`config.mk`:
```
export PLATFORM = sky130hd
export DESIGN_NAME = trial_division_prime_scanner_unit_flat
export DESIGN_NICKNAME = d
export VERILOG_FILES = /design/src/rtl/tdps_pkg.sv /design/src/rtl/tdps_if.sv /design/src/rtl/trial_division_prime_scanner_unit.sv /design/src/rtl/tdps_front.sv /design/src/rtl/tdps_queue.sv /design/src/rtl/tdps_back.sv /design/src/flat_wrapper.sv
export SDC_FILE = /design/constraint.sdc
export NUM_CORES = 1
export LEC_CHECK = 0
export ABC_AREA = 1
export CORE_MARGIN = 5
export CORE_UTILIZATION = 45
export DETAILED_ROUTE_END_ITERATION = 7
export DONT_BUFFER_PORTS = 1
export SLEW_MARGIN = 25
export SYNTH_ARGS = -nofsm -noshare
export SYNTH_HDL_FRONTEND = slang
export SYNTH_SLANG_ARGS = --single-unit
```
`constraint.sdc`:
```
create_clock -name clock -period 5.9 [get_ports clock]
set_input_delay 0.295 -clock clock [delete_from_list [all_inputs] [get_ports clock]]
set_output_delay 0.295 -clock clock [all_outputs]
set_load 0.02 [all_outputs]
```
`src/rtl/tdps_pkg.sv`:
```
// ----------------------------------------------------------------------------
// tdps_pkg
// shared widths, constants and types of the trial division prime scanner
// ----------------------------------------------------------------------------
package tdps_pkg;

   // payload widths
   localparam int VALUE_WIDTH    = 32;
   localparam int POSITION_WIDTH = 16;

   // trial divisor: d*d <= value < 2**(VALUE_WIDTH-1), plus one step past it
   localparam int DIVISOR_WIDTH  = VALUE_WIDTH / 2 + 1;
   // running square of the divisor, may overshoot the value once
   localparam int SQUARE_WIDTH   = VALUE_WIDTH + 1;
   // bit counter of the serial remainder
   localparam int COUNT_WIDTH    = $clog2(VALUE_WIDTH);

   localparam logic [POSITION_WIDTH-1:0] POSITION_MAX = '1;
   localparam logic [DIVISOR_WIDTH-1:0]  FIRST_DIVISOR = DIVISOR_WIDTH'(2);
   localparam logic [SQUARE_WIDTH-1:0]   FIRST_SQUARE  = SQUARE_WIDTH'(4);

   // one classified item between front and back
   typedef struct packed {
      logic signed [VALUE_WIDTH-1:0] value;
      logic [POSITION_WIDTH-1:0]     position;
      logic                          trivial;   // negative, zero or one
   } item_type;

endpackage

```
`src/rtl/tdps_if.sv`:
```
// ----------------------------------------------------------------------------
// tdps request and response channels
// valid / ready handshake, payload travels with valid
// ----------------------------------------------------------------------------
interface tdps_req_if;
   logic                                   valid;
   logic                                   ready;
   logic signed [tdps_pkg::VALUE_WIDTH-1:0] value;
   logic                                   start_of_list;

   modport source (output valid, output value, output start_of_list, input ready);
   modport sink   (input valid, input value, input start_of_list, output ready);
endinterface

interface tdps_rsp_if;
   logic                                   valid;
   logic                                   ready;
   logic signed [tdps_pkg::VALUE_WIDTH-1:0] tested_value;
   logic [tdps_pkg::POSITION_WIDTH-1:0]    position;
   logic                                   is_prime;

   modport source (output valid, output tested_value, output position, output is_prime,
                   input ready);
   modport sink   (input valid, input tested_value, input position, input is_prime,
                   output ready);
endinterface

```
`src/rtl/trial_division_prime_scanner_unit.sv`:
```
// ----------------------------------------------------------------------------
// trial_division_prime_scanner_unit
// numbers list values and tests each one for primality by trial division
// ----------------------------------------------------------------------------
// usage
//   req_bus : one beat per list value (signed value, start_of_list)
//   rsp_bus : one beat per request, same order: tested_value, position,
//             is_prime; position restarts at 1 on start_of_list and
//             saturates at its maximum
// operation
//   values below 2 are answered without trial division; otherwise each
//   trial divisor d costs one bound check, then one remainder bit per
//   cycle; the back end also stops as soon as a divisor leaves a zero
//   remainder; the worst case is a large prime, which tries every d
//   with d*d <= value
// throughput
//   one value in flight in the divider; the front takes beats into a
//   two-entry queue while the back end works, so req_bus stalls only
//   when the queue is full
// reset
//   synchronous, clears the position count, queue, engine and rsp valid
// receiver stall
//   the response waits in an output register; the engine starts the next
//   queued value once that register is taken
// ----------------------------------------------------------------------------
module trial_division_prime_scanner_unit (
   input  logic       clock,
   input  logic       reset,
   tdps_req_if.sink   req_bus,
   tdps_rsp_if.source rsp_bus
);

   // front to queue
   logic               push_valid;
   logic               push_ready;
   tdps_pkg::item_type push_item;

   // queue to back
   logic               pop_valid;
   logic               pop_ready;
   tdps_pkg::item_type pop_item;

   // numbering and classification
   tdps_front u_front (
      .clock      (clock),
      .reset      (reset),
      .req_bus    (req_bus),
      .push_valid (push_valid),
      .push_ready (push_ready),
      .push_item  (push_item)
   );

   // decoupling queue
   tdps_queue u_queue (
      .clock      (clock),
      .reset      (reset),
      .push_valid (push_valid),
      .push_ready (push_ready),
      .push_item  (push_item),
      .pop_valid  (pop_valid),
      .pop_ready  (pop_ready),
      .pop_item   (pop_item)
   );

   // trial division engine with output register
   tdps_back u_back (
      .clock     (clock),
      .reset     (reset),
      .pop_valid (pop_valid),
      .pop_ready (pop_ready),
      .pop_item  (pop_item),
      .rsp_bus   (rsp_bus)
   );

endmodule

```
`src/rtl/tdps_front.sv`:
```
// ----------------------------------------------------------------------------
// tdps_front
// numbers incoming beats and flags the values that need no trial division
// ----------------------------------------------------------------------------
module tdps_front (
   input  logic               clock,
   input  logic               reset,
   tdps_req_if.sink           req_bus,
   output logic               push_valid,
   input  logic               push_ready,
   output tdps_pkg::item_type push_item
);

   logic [tdps_pkg::POSITION_WIDTH-1:0] count_ff, count_in;
   logic                                accept;

   assign req_bus.ready = push_ready;
   assign push_valid    = req_bus.valid;
   assign accept        = req_bus.valid && push_ready;

   always_comb begin
      count_in = count_ff;
      if (accept) begin
         if (req_bus.start_of_list) begin
            count_in = tdps_pkg::POSITION_WIDTH'(1);
         end else if (count_ff != tdps_pkg::POSITION_MAX) begin
            count_in = count_ff + tdps_pkg::POSITION_WIDTH'(1);
         end
      end
   end

   always_ff @(posedge clock) begin
      if (reset) begin
         count_ff <= '0;
      end else begin
         count_ff <= count_in;
      end
   end

   always_comb begin
      push_item.value    = req_bus.value;
      push_item.position = count_in;
      push_item.trivial  = req_bus.value[tdps_pkg::VALUE_WIDTH-1] ||
                           (req_bus.value[tdps_pkg::VALUE_WIDTH-2:0] <
                            (tdps_pkg::VALUE_WIDTH-1)'(2));
   end

endmodule

```
`src/rtl/tdps_queue.sv`:
```
// ----------------------------------------------------------------------------
// tdps_queue
// two-entry queue that decouples the front from the back
// ----------------------------------------------------------------------------
module tdps_queue (
   input  logic               clock,
   input  logic               reset,
   input  logic               push_valid,
   output logic               push_ready,
   input  tdps_pkg::item_type push_item,
   output logic               pop_valid,
   input  logic               pop_ready,
   output tdps_pkg::item_type pop_item
);

   tdps_pkg::item_type entry_ff [2];
   logic               wr_ptr_ff, wr_ptr_in;
   logic               rd_ptr_ff, rd_ptr_in;
   logic [1:0]         fill_ff, fill_in;
   logic               do_push, do_pop;

   assign push_ready = (fill_ff != 2'd2);
   assign pop_valid  = (fill_ff != 2'd0);
   assign pop_item   = entry_ff[rd_ptr_ff];
   assign do_push    = push_valid && push_ready;
   assign do_pop     = pop_valid && pop_ready;

   always_comb begin
      wr_ptr_in = do_push ? ~wr_ptr_ff : wr_ptr_ff;
      rd_ptr_in = do_pop  ? ~rd_ptr_ff : rd_ptr_ff;
      fill_in   = fill_ff + 2'(do_push) - 2'(do_pop);
   end

   always_ff @(posedge clock) begin
      if (reset) begin
         wr_ptr_ff <= 1'b0;
         rd_ptr_ff <= 1'b0;
         fill_ff   <= 2'd0;
      end else begin
         wr_ptr_ff <= wr_ptr_in;
         rd_ptr_ff <= rd_ptr_in;
         fill_ff   <= fill_in;
      end
   end

   always_ff @(posedge clock) begin
      if (do_push) begin
         entry_ff[wr_ptr_ff] <= push_item;
      end
   end

endmodule

```
`src/rtl/tdps_back.sv`:
```
// ----------------------------------------------------------------------------
// tdps_back
// trial division engine: serial remainder per divisor, running square bound
// ----------------------------------------------------------------------------
module tdps_back (
   input  logic               clock,
   input  logic               reset,
   input  logic               pop_valid,
   output logic               pop_ready,
   input  tdps_pkg::item_type pop_item,
   tdps_rsp_if.source         rsp_bus
);

   localparam int VW = tdps_pkg::VALUE_WIDTH;
   localparam int PW = tdps_pkg::POSITION_WIDTH;
   localparam int DW = tdps_pkg::DIVISOR_WIDTH;
   localparam int SW = tdps_pkg::SQUARE_WIDTH;
   localparam int CW = tdps_pkg::COUNT_WIDTH;

   typedef enum logic [2:0] {
      ST_IDLE  = 3'b001,
      ST_BOUND = 3'b010,
      ST_DIV   = 3'b100
   } state_type;

   state_type         state_ff, state_in;
   logic [VW-1:0]     val_ff, val_in;
   logic [VW-1:0]     shift_ff, shift_in;
   logic [PW-1:0]     pos_ff, pos_in;
   logic [DW-1:0]     div_ff, div_in;
   logic [SW-1:0]     sq_ff, sq_in;
   logic [DW-1:0]     rem_ff, rem_in;
   logic [CW-1:0]     cnt_ff, cnt_in;

   logic              out_valid_ff, out_valid_in;
   logic [VW-1:0]     out_value_ff, out_value_in;
   logic [PW-1:0]     out_pos_ff, out_pos_in;
   logic              out_prime_ff, out_prime_in;

   logic [DW:0]       trial;
   logic [DW-1:0]     rem_step;

   assign pop_ready = (state_ff == ST_IDLE) && !out_valid_ff;

   // one restoring remainder step
   always_comb begin
      trial = {rem_ff, shift_ff[VW-1]};
      if (trial >= {1'b0, div_ff}) begin
         rem_step = DW'(trial - {1'b0, div_ff});
      end else begin
         rem_step = trial[DW-1:0];
      end
   end

   always_comb begin
      state_in     = state_ff;
      val_in       = val_ff;
      shift_in     = shift_ff;
      pos_in       = pos_ff;
      div_in       = div_ff;
      sq_in        = sq_ff;
      rem_in       = rem_ff;
      cnt_in       = cnt_ff;
      out_valid_in = out_valid_ff;
      out_value_in = out_value_ff;
      out_pos_in   = out_pos_ff;
      out_prime_in = out_prime_ff;

      if (out_valid_ff && rsp_bus.ready) begin
         out_valid_in = 1'b0;
      end

      case (state_ff)
         ST_IDLE: begin
            if (pop_valid && pop_ready) begin
               val_in = pop_item.value;
               pos_in = pop_item.position;
               if (pop_item.trivial) begin
                  out_valid_in = 1'b1;
                  out_value_in = pop_item.value;
                  out_pos_in   = pop_item.position;
                  out_prime_in = 1'b0;
               end else begin
                  div_in   = tdps_pkg::FIRST_DIVISOR;
                  sq_in    = tdps_pkg::FIRST_SQUARE;
                  state_in = ST_BOUND;
               end
            end
         end
         ST_BOUND: begin
            if (sq_ff > {1'b0, val_ff}) begin
               // no divisor left: prime
               out_valid_in = 1'b1;
               out_value_in = val_ff;
               out_pos_in   = pos_ff;
               out_prime_in = 1'b1;
               state_in     = ST_IDLE;
            end else begin
               rem_in   = '0;
               shift_in = val_ff;
               cnt_in   = CW'(VW - 1);
               state_in = ST_DIV;
            end
         end
         ST_DIV: begin
            rem_in   = rem_step;
            shift_in = {shift_ff[VW-2:0], 1'b0};
            cnt_in   = cnt_ff - CW'(1);
            if (cnt_ff == '0) begin
               if (rem_step == '0) begin
                  out_valid_in = 1'b1;
                  out_value_in = val_ff;
                  out_pos_in   = pos_ff;
                  out_prime_in = 1'b0;
                  state_in     = ST_IDLE;
               end else begin
                  // (d+1)^2 = d^2 + 2d + 1
                  div_in   = div_ff + DW'(1);
                  sq_in    = sq_ff + SW'({div_ff, 1'b1});
                  state_in = ST_BOUND;
               end
            end
         end
         default: begin
            state_in = ST_IDLE;
         end
      endcase
   end

   always_ff @(posedge clock) begin
      if (reset) begin
         state_ff     <= ST_IDLE;
         out_valid_ff <= 1'b0;
      end else begin
         state_ff     <= state_in;
         out_valid_ff <= out_valid_in;
      end
   end

   always_ff @(posedge clock) begin
      val_ff       <= val_in;
      shift_ff     <= shift_in;
      pos_ff       <= pos_in;
      div_ff       <= div_in;
      sq_ff        <= sq_in;
      rem_ff       <= rem_in;
      cnt_ff       <= cnt_in;
      out_value_ff <= out_value_in;
      out_pos_ff   <= out_pos_in;
      out_prime_ff <= out_prime_in;
   end

   assign rsp_bus.valid        = out_valid_ff;
   assign rsp_bus.tested_value = $signed(out_value_ff);
   assign rsp_bus.position     = out_pos_ff;
   assign rsp_bus.is_prime     = out_prime_ff;

endmodule

```
`src/flat_wrapper.sv`:
```
// flat-port wrapper written by rule: the top's interface ports become plain ports
module trial_division_prime_scanner_unit_flat 
  (clock, reset, req_bus_valid, req_bus_value, req_bus_start_of_list, req_bus_ready, rsp_bus_valid, rsp_bus_tested_value, rsp_bus_position, rsp_bus_is_prime, rsp_bus_ready);
  tdps_req_if req_bus_i ();
  tdps_rsp_if rsp_bus_i ();
  input  logic clock;
  input  logic reset;
  input wire logic [$bits(req_bus_i.valid)-1:0] req_bus_valid;
  input wire logic [$bits(req_bus_i.value)-1:0] req_bus_value;
  input wire logic [$bits(req_bus_i.start_of_list)-1:0] req_bus_start_of_list;
  output wire logic [$bits(req_bus_i.ready)-1:0] req_bus_ready;
  output wire logic [$bits(rsp_bus_i.valid)-1:0] rsp_bus_valid;
  output wire logic [$bits(rsp_bus_i.tested_value)-1:0] rsp_bus_tested_value;
  output wire logic [$bits(rsp_bus_i.position)-1:0] rsp_bus_position;
  output wire logic [$bits(rsp_bus_i.is_prime)-1:0] rsp_bus_is_prime;
  input wire logic [$bits(rsp_bus_i.ready)-1:0] rsp_bus_ready;
  assign req_bus_i.valid = req_bus_valid;
  assign req_bus_i.value = req_bus_value;
  assign req_bus_i.start_of_list = req_bus_start_of_list;
  assign req_bus_ready = req_bus_i.ready;
  assign rsp_bus_valid = rsp_bus_i.valid;
  assign rsp_bus_tested_value = rsp_bus_i.tested_value;
  assign rsp_bus_position = rsp_bus_i.position;
  assign rsp_bus_is_prime = rsp_bus_i.is_prime;
  assign rsp_bus_i.ready = rsp_bus_ready;
  trial_division_prime_scanner_unit u_core (.clock(clock), .reset(reset), .req_bus(req_bus_i), .rsp_bus(rsp_bus_i));
endmodule
```
Yosys cells after proc, flatten, opt, wreduce, memory -nomap -nowiden
Memories as Yosys holds them, arrays and structs flattened. A register that Yosys moved wholly into a read port is not among the register bits.
Index checks and enable logic that the tools add are counted.
{"block": "totals", "register_bits": 225, "ramBits": 98, "out_inout_bits": 51, "memories": 1, "wordCells": 114, "in_bits": 37}
{"memory": "u_core.u_queue.entry_ff", "words": 2, "word_bits": 49, "read_ports": 1, "rd_clocked_by_memory_dff": 1, "write_ports": 1, "line": "tdps_queue.sv:16", "text": "tdps_pkg::item_type entry_ff [2];"}
{"block": "classes", "n_reduce_logical": 17, "n_eq_ne": 13, "add_sub_neg": 7, "n_lt_le_gt_ge": 3, "mux": 55, "bitwise": 2}
{"operator": "$mux 32", "count": 6}
{"operator": "$mux 33", "count": 4}
{"operator": "$mux 16", "count": 8}
{"operator": "$mux 17", "count": 6}
{"operator": "$pmux 32 s3", "count": 1}
{"operator": "$pmux 17 s2", "count": 2}
{"operator": "$pmux 33 s2", "count": 1}
{"operator": "$pmux 32 s2", "count": 1}
{"operator": "$pmux 16 s3", "count": 1}
{"operator": "$add 33x18->33", "count": 1}
{"operator": "$gt 33x32->1", "count": 1}
{"operator": "$lt 31x2->1 const B", "count": 1}
{"operator": "$ge 18x17->1", "count": 1}
{"operator": "$add 17x1->17 const B", "count": 1}
{"operator": "$logic_not 17->1", "count": 1}
{"operator": "$sub 17x17->17", "count": 1}
{"operator": "$add 16x1->16 const B", "count": 1}
{"operator": "$ne 16x16->1 const B", "count": 1}
{"operator": "$mux 1", "count": 15}
{"operator": "$ne 2x2->1 const B", "count": 7}
{"operator": "$mux 3", "count": 4}
{"operator": "$pmux 5 s2", "count": 1}
{"operator": "$pmux 3 s3", "count": 1}
{"operator": "$pmux 1 s3", "count": 2}
{"operator": "other kinds (20)", "count": 28}

Logic depth before layout (Yosys ltp)
{"block": "logic_depth", "depth_word": 6, "ltp_mapped": 22, "ltp_nobuf": 21}

Hierarchy
Synthesis repeated with hierarchy kept, for this count alone.
{"block": "hier_totals", "cells_unflattened": 1661, "hier_area_um2": 16563.4}
{"module": "tdps_back", "area_each_um2": 11250.8, "cells_per_inst": 1228, "n_inst": 1, "seq_area_each_um2": 6115.9}
{"module": "tdps_queue", "area_each_um2": 3816.2, "cells_per_inst": 188, "n_inst": 1, "seq_area_each_um2": 3042.9}
{"module": "tdps_front", "area_each_um2": 1496.4, "cells_per_inst": 245, "n_inst": 1, "seq_area_each_um2": 320.3}

Worst setup path before layout
Ideal clock, no wire load.
{"block": "synth_path", "kind": "reg2reg", "start": "reg u_core.u_back.div_ff[0]", "end": "reg u_core.u_back.out_prime_ff (netlist: u_core.u_back.rsp_bus.is_prime) (enable)", "slack_ps": 1378, "synth_period_minus_slack_ps": 4522, "path_buffers": 1, "stages_incl_launch_ff": 18, "setup_ps": 447, "t_arrival_ps": 4075, "required_time_ps": 5453, "cell_sequence": "edfxtp_1 ha_1 inv_1 fa_1 nand3_1 nand3_2 nand2_2 buf_4 nand3b_1 nand2_1 nand2_1 nor2_1 nand2_1 nor2_2 nand2_1 nand2_1 nand2_1 nor3_2"}
{"block": "synth_between", "elab_chain_len": 5, "word_cells_on_any_way": 6, "cone_classes": "add/sub (1); order compare (1); eq/ne (1); mux (1); reduce/logical (2)"}
{"element": "from (decl)", "line": "tdps_back.sv:30", "text": "logic [DW-1:0] div_ff, div_in;"}
{"element": "from (signal assigned)", "line": "tdps_back.sv:144", "text": "div_ff <= div_in;"}
{"element": "$sub 17x17->17 or $ge 18x17->1 (tied branches)", "line": "tdps_back.sv:49, tdps_back.sv:48"}
{"element": "$mux 17 (*)", "line": "tdps_back.sv:48", "text": "if (trial >= {1'b0, div_ff}) begin"}
{"element": "$logic_not 17->1 (*)", "line": "tdps_back.sv:110", "text": "if (rem_step == '0) begin"}
{"element": "$ne 2x2->1 (no source line) (*)"}
{"element": "$reduce_and 6->1 (no source line) (*)"}
{"element": "to (signal assigned)", "line": "tdps_back.sv:150", "text": "out_prime_ff <= out_prime_in;"}
{"element": "to (decl)", "line": "tdps_back.sv:38", "text": "logic out_prime_ff, out_prime_in;"}
Mark *: on every way between the ends. The rest lies on a longest branch, timed or not.
A chain may end at the register's enable or synchronous reset.

Worst setup path after layout
{"block": "layout_path", "start": "reg u_core.u_back.div_ff[9]", "end": "reg u_core.u_back.out_value_ff[2] (netlist: u_core.u_back.rsp_bus.tested_value[2]) (enable)"}
{"block": "layout_between", "elab_chain_len": 5, "word_cells_on_any_way": 6, "cone_classes": "add/sub (1); order compare (1); eq/ne (1); mux (1); reduce/logical (2)"}
{"element": "$sub 17x17->17 or $ge 18x17->1 (tied branches)", "line": "tdps_back.sv:49, tdps_back.sv:48"}
{"element": "$mux 17 (*)", "line": "tdps_back.sv:48"}
{"element": "$logic_not 17->1 (*)", "line": "tdps_back.sv:110"}
{"element": "$ne 2x2->1 (no source line) (*)"}
{"element": "$reduce_and 6->1 (no source line) (*)"}
{"element": "to (signal assigned)", "line": "tdps_back.sv:148", "text": "out_value_ff <= out_value_in;"}
{"element": "to (decl)", "line": "tdps_back.sv:36", "text": "logic [VW-1:0] out_value_ff, out_value_in;"}
Marked as above.

==> out/metrics.yaml <==
setup_path:
  crit_path_end_kind: "flop"
  crit_top_cell: "nand2_1"
  worst-path-stages: 19
  cp_slowest_cell: "buf_4"
  cpPeakStageDelay_ns: 0.59
  worstPathMaxFanout: 40
  cp-start-kind: "flop"
  cp.arrival_ns: 4.24
  cp.required_ns: 6.06
  crit_family: "simple AND/OR/NAND/NOR gates"
  cp_num_buf_inv: 2
  crit_chain: "inv_1, ha_1, nand2_2, nor2_2, nand3_1, nand3_2, nand2_2, nand2_8, nand2_1, nand2_1, nand2_1, nor2_1, nand2_1, nor2_2, nand2_1, nand2_1, nand2_1, nor3_4, buf_4"
  r2r_cells: 19
  crit_type: "flop to flop"
sta:
  setup_viol: 0
  fmax_mhz: 244.8
  fin_setup_tns_ns: 0
  setup_slack_ns: 1.815
  finalHoldViolCount: 0
  post-route-period-util_pct: 69.24
  rsz0062_at_grt: "no"
  min_period_ns: 4.085
  slew_violations: 0
  slew_headroom_pct: 34.69
  fin_skew_ns: 0.01752
  worstMarginPinSlew_ns: 0.9797
synthesis:
  synthesis.nets: 1641
  syn_area_um2: 15930
  seq_area_frac_synth_pct: 59.51
  postSynthCellCount: 1530
  yosys.cell_count.top_type: "nand2_1"
  ys_ff_latch: 324
  synthTopCellsByArea: "edfxtp_1 56%, nand2_1 7.9%, ha_1 5.7%"
  yosys-top-cells-count: "337 x nand2_1, 299 x edfxtp_1, 165 x inv_1"
  yosysTopAreaCell: "edfxtp_1"
  synthArstFlopShare_pct: 0
  synth_cell_type_count: 52
  synth_edf_count: 299
  ys.flop_type: "edfxtp_1"
  synth.avg_cell_area_um2: 10.41
  ys_warn_count: 0
  synth_top_area_share_pct: 56.37
clock_tree:
  path_clk_slew_ns: 0.06
  clock_latency_ns: 0.54
  cts_hold_buf: 34
  cts_setup_buffers: 0
  numCtsBuffers: 35
  h-tree-depth: 2
  clk_path_buf_depth: 3
  post_cts_resized: 0
  ctsRootBufferMaster: "clkbuf_16"
  cts_tree: "built"
  cts_num_sinks: 324
detailed_routing:
  drt-wirelength-per-cell_um: 17.77
  ant_nets: 0
  drc: 0
  via_count: 10790
  firstDrtPassIters: 6
  vias_per_cell: 5.239
  totalWireLength_um: 36580
  drtIter0Drc: 706
power:
  p_per_area_nw_per_um2: 544.1
  p_comb_share_pct: 35.7
  seqPwrFrac_pct: 41.7
  switching_share_pct: 39.22
  p_int_uw: 5928
  irDropWorstVdd_mv: 0.3290
  power.total_uw: 9753
  p_clk_share_pct: 22.6
  switchingPower_uw: 3825
  p_leak_uw: 0.006928
finish:
  post_route_cells_drive_above_1_share_pct: 9.387
  layout.nets: 1685
  nFillCells: 3171
  stdcell_area_um2: 17920
  diodes: 0
  syn2layout_area_growth_pct: 12.53
hold_path:
  holdCritPathClass: "input port to flop"
  min_path_cells: 3
place:
  gp_congestion: 0.8589
  io_buffers: 0
  dpl.hpwl_um: 25160
  post-place-ws_ns: 1.815
  placed_area_um2: 16440
floorplanning:
  die_area_um2: 39260
  row_count: 69
  die_w_um: 198.1
  coreArea_um2: 35220
  ios: 88
  initial_core_util_pct: 45.22
  die_h_um: 198.1
flow_run:
  drv_cap: 0
global_route:
  grt_pass1_vias: 10560
  grt_usage_pct: 18.73
  grt_pass1_wl_um: 58030
  grt_max_degree: 109
  antenna_found_initial: 0
  grt_remaining_overflow: 0
outcome:
  run_status: "completed"
## layout by cell type, fill, tap and decap left out, types with 4 or more instances in the layout
master         instances
nand2_1              337
edfxtp_1             299
inv_1                162
o21ai_0              118
nor2_1               106
a21oi_1               97
ha_1                  72
mux2_2                48
nand3_1               47
clkbuf_16             36
dlygate4sd3_1         34
nor3_1                24
dfxtp_1               24
nor4_1                18
nand4_1               17
nand3b_1              15
o21ai_1               13
nand2_2                9
buf_4                  9
xnor2_1                8
xor2_1                 7
clkinv_1               7
o211ai_1               5
inv_2                  5
nor2_2                 5
and2_1                 5
nor2_4                 5
clkbuf_1               5
clkinv_2               5
a31oi_1                4
nand3_2                4
o21a_1                 4
bufinv_16              4
## power by group through the flow
stage	logic (µW)	registers, µW	clock network (µW)
4_1_cts	3490	4080	2260
5_1_grt	3970	4150	2360
3_3_place_gp	3390	4110	0
6_report	3480	4070	2200
2_1_floorplan	2530	3990	0
3_5_place_dp	3440	4120	0
## kinds of logic (layout without fill, tap and decap cells)
family | count (synthesis) | in the layout | share of synthesized area [%]
simple gates | 609 | 609 | 16.93
flops | 324 | 324 | 59.51
compound gates | 254 | 254 | 8.389
buf+inv | 205 | 273 | 4.988
fa+ha+maj | 74 | 74 | 5.907
mux | 49 | 49 | 3.456
xor+xnor | 15 | 15 | 0.8248
## per-layer routing
metal  vias up  GRT usage [%]  routed length [µm]  part of all wire, %
met5         -              0                   0                    0
met3        33          3.828                1774                  4.8
met4         0          4.769                 543                  1.5
met2       234          30.30               17180                   47
met1      5111          26.07               17080                   47
li1       5409              -                   -                    -
## worst paths after layout
| path | start | to | slack (ns) |
|---|---|---|---|
| setup / recovery | u_core.u_back.div_ff[9] | u_core.u_back.rsp_bus.tested_value[2] | 1.81 |
| hold / removal | reset | u_core.u_front.count_ff[0] | 0.05 |
| setup reg to reg | u_core.u_back.div_ff[9] | u_core.u_back.rsp_bus.tested_value[2] | 1.81 |
| hold reg to reg | u_core.u_queue.rd_ptr_ff | flop | 0.47 |
## worst register-to-register path: stages, from the launching register on
cell,delay (ns)
edfxtp_1,0.47
inv_1,0.11
ha_1,0.38
nand2_2,0.11
nor2_2,0.13
nand3_1,0.09
nand3_2,0.12
nand2_2,0.21
nand2_8,0.22
nand2_1,0.07
nand2_1,0.08
nand2_1,0.06
nor2_1,0.17
nand2_1,0.09
nor2_2,0.11
nand2_1,0.09
nand2_1,0.08
nand2_1,0.10
nor3_4,0.40
buf_4,0.59
## per-stage QoR
| step | std cells | hold slack, ns | utilization [%] |
|---|---|---|---|
| 4_1_cts | 2059 | 0.001992 | 50.89 |
| 6_report | 2059 | 0.04658 | 50.89 |
| 3_3_place_gp | 1964 | 0.3696 | 46.68 |
| 3_5_place_dp | 1964 | 0.3715 | 46.69 |
| 2_1_floorplan | 1530 | 0.3939 | - |
| 5_1_grt | 2059 | 0.02530 | 50.89 |
## cell type report
type / count / area, µm² / share of cell area, %
clock buffers: 43 / 947.2 / 5.284
flip-flops and latches: 324 / 9480 / 52.89
inverters: 169 / 636.9 / 3.553
multi-input cells: 1001 / 5683 / 31.70
well taps: 461 / 576.8 / 3.218
clock inverters: 18 / 192.7 / 1.075
repair buffers: 43 / 407.9 / 2.276
## flip-flops by register name, indices dropped and copies added (netlist names), 2 cells and up, named ones only
register                            cells
u_core.u_queue.entry_ff                98
u_core.u_back.sq_ff                    33
u_core.u_back.rsp_bus.tested_value     32
u_core.u_back.shift_ff                 32
u_core.u_back.val_ff                   32
u_core.u_back.div_ff                   17
u_core.u_back.rem_ff                   17
u_core.u_back.pos_ff                   16
u_core.u_back.rsp_bus.position         16
u_core.u_front.count_ff                16
u_core.u_back.cnt_ff                    5
u_core.u_back.state_ff                  3
u_core.u_queue.fill_ff                  2
No activity file was read; power rests on OpenSTA's default activity.
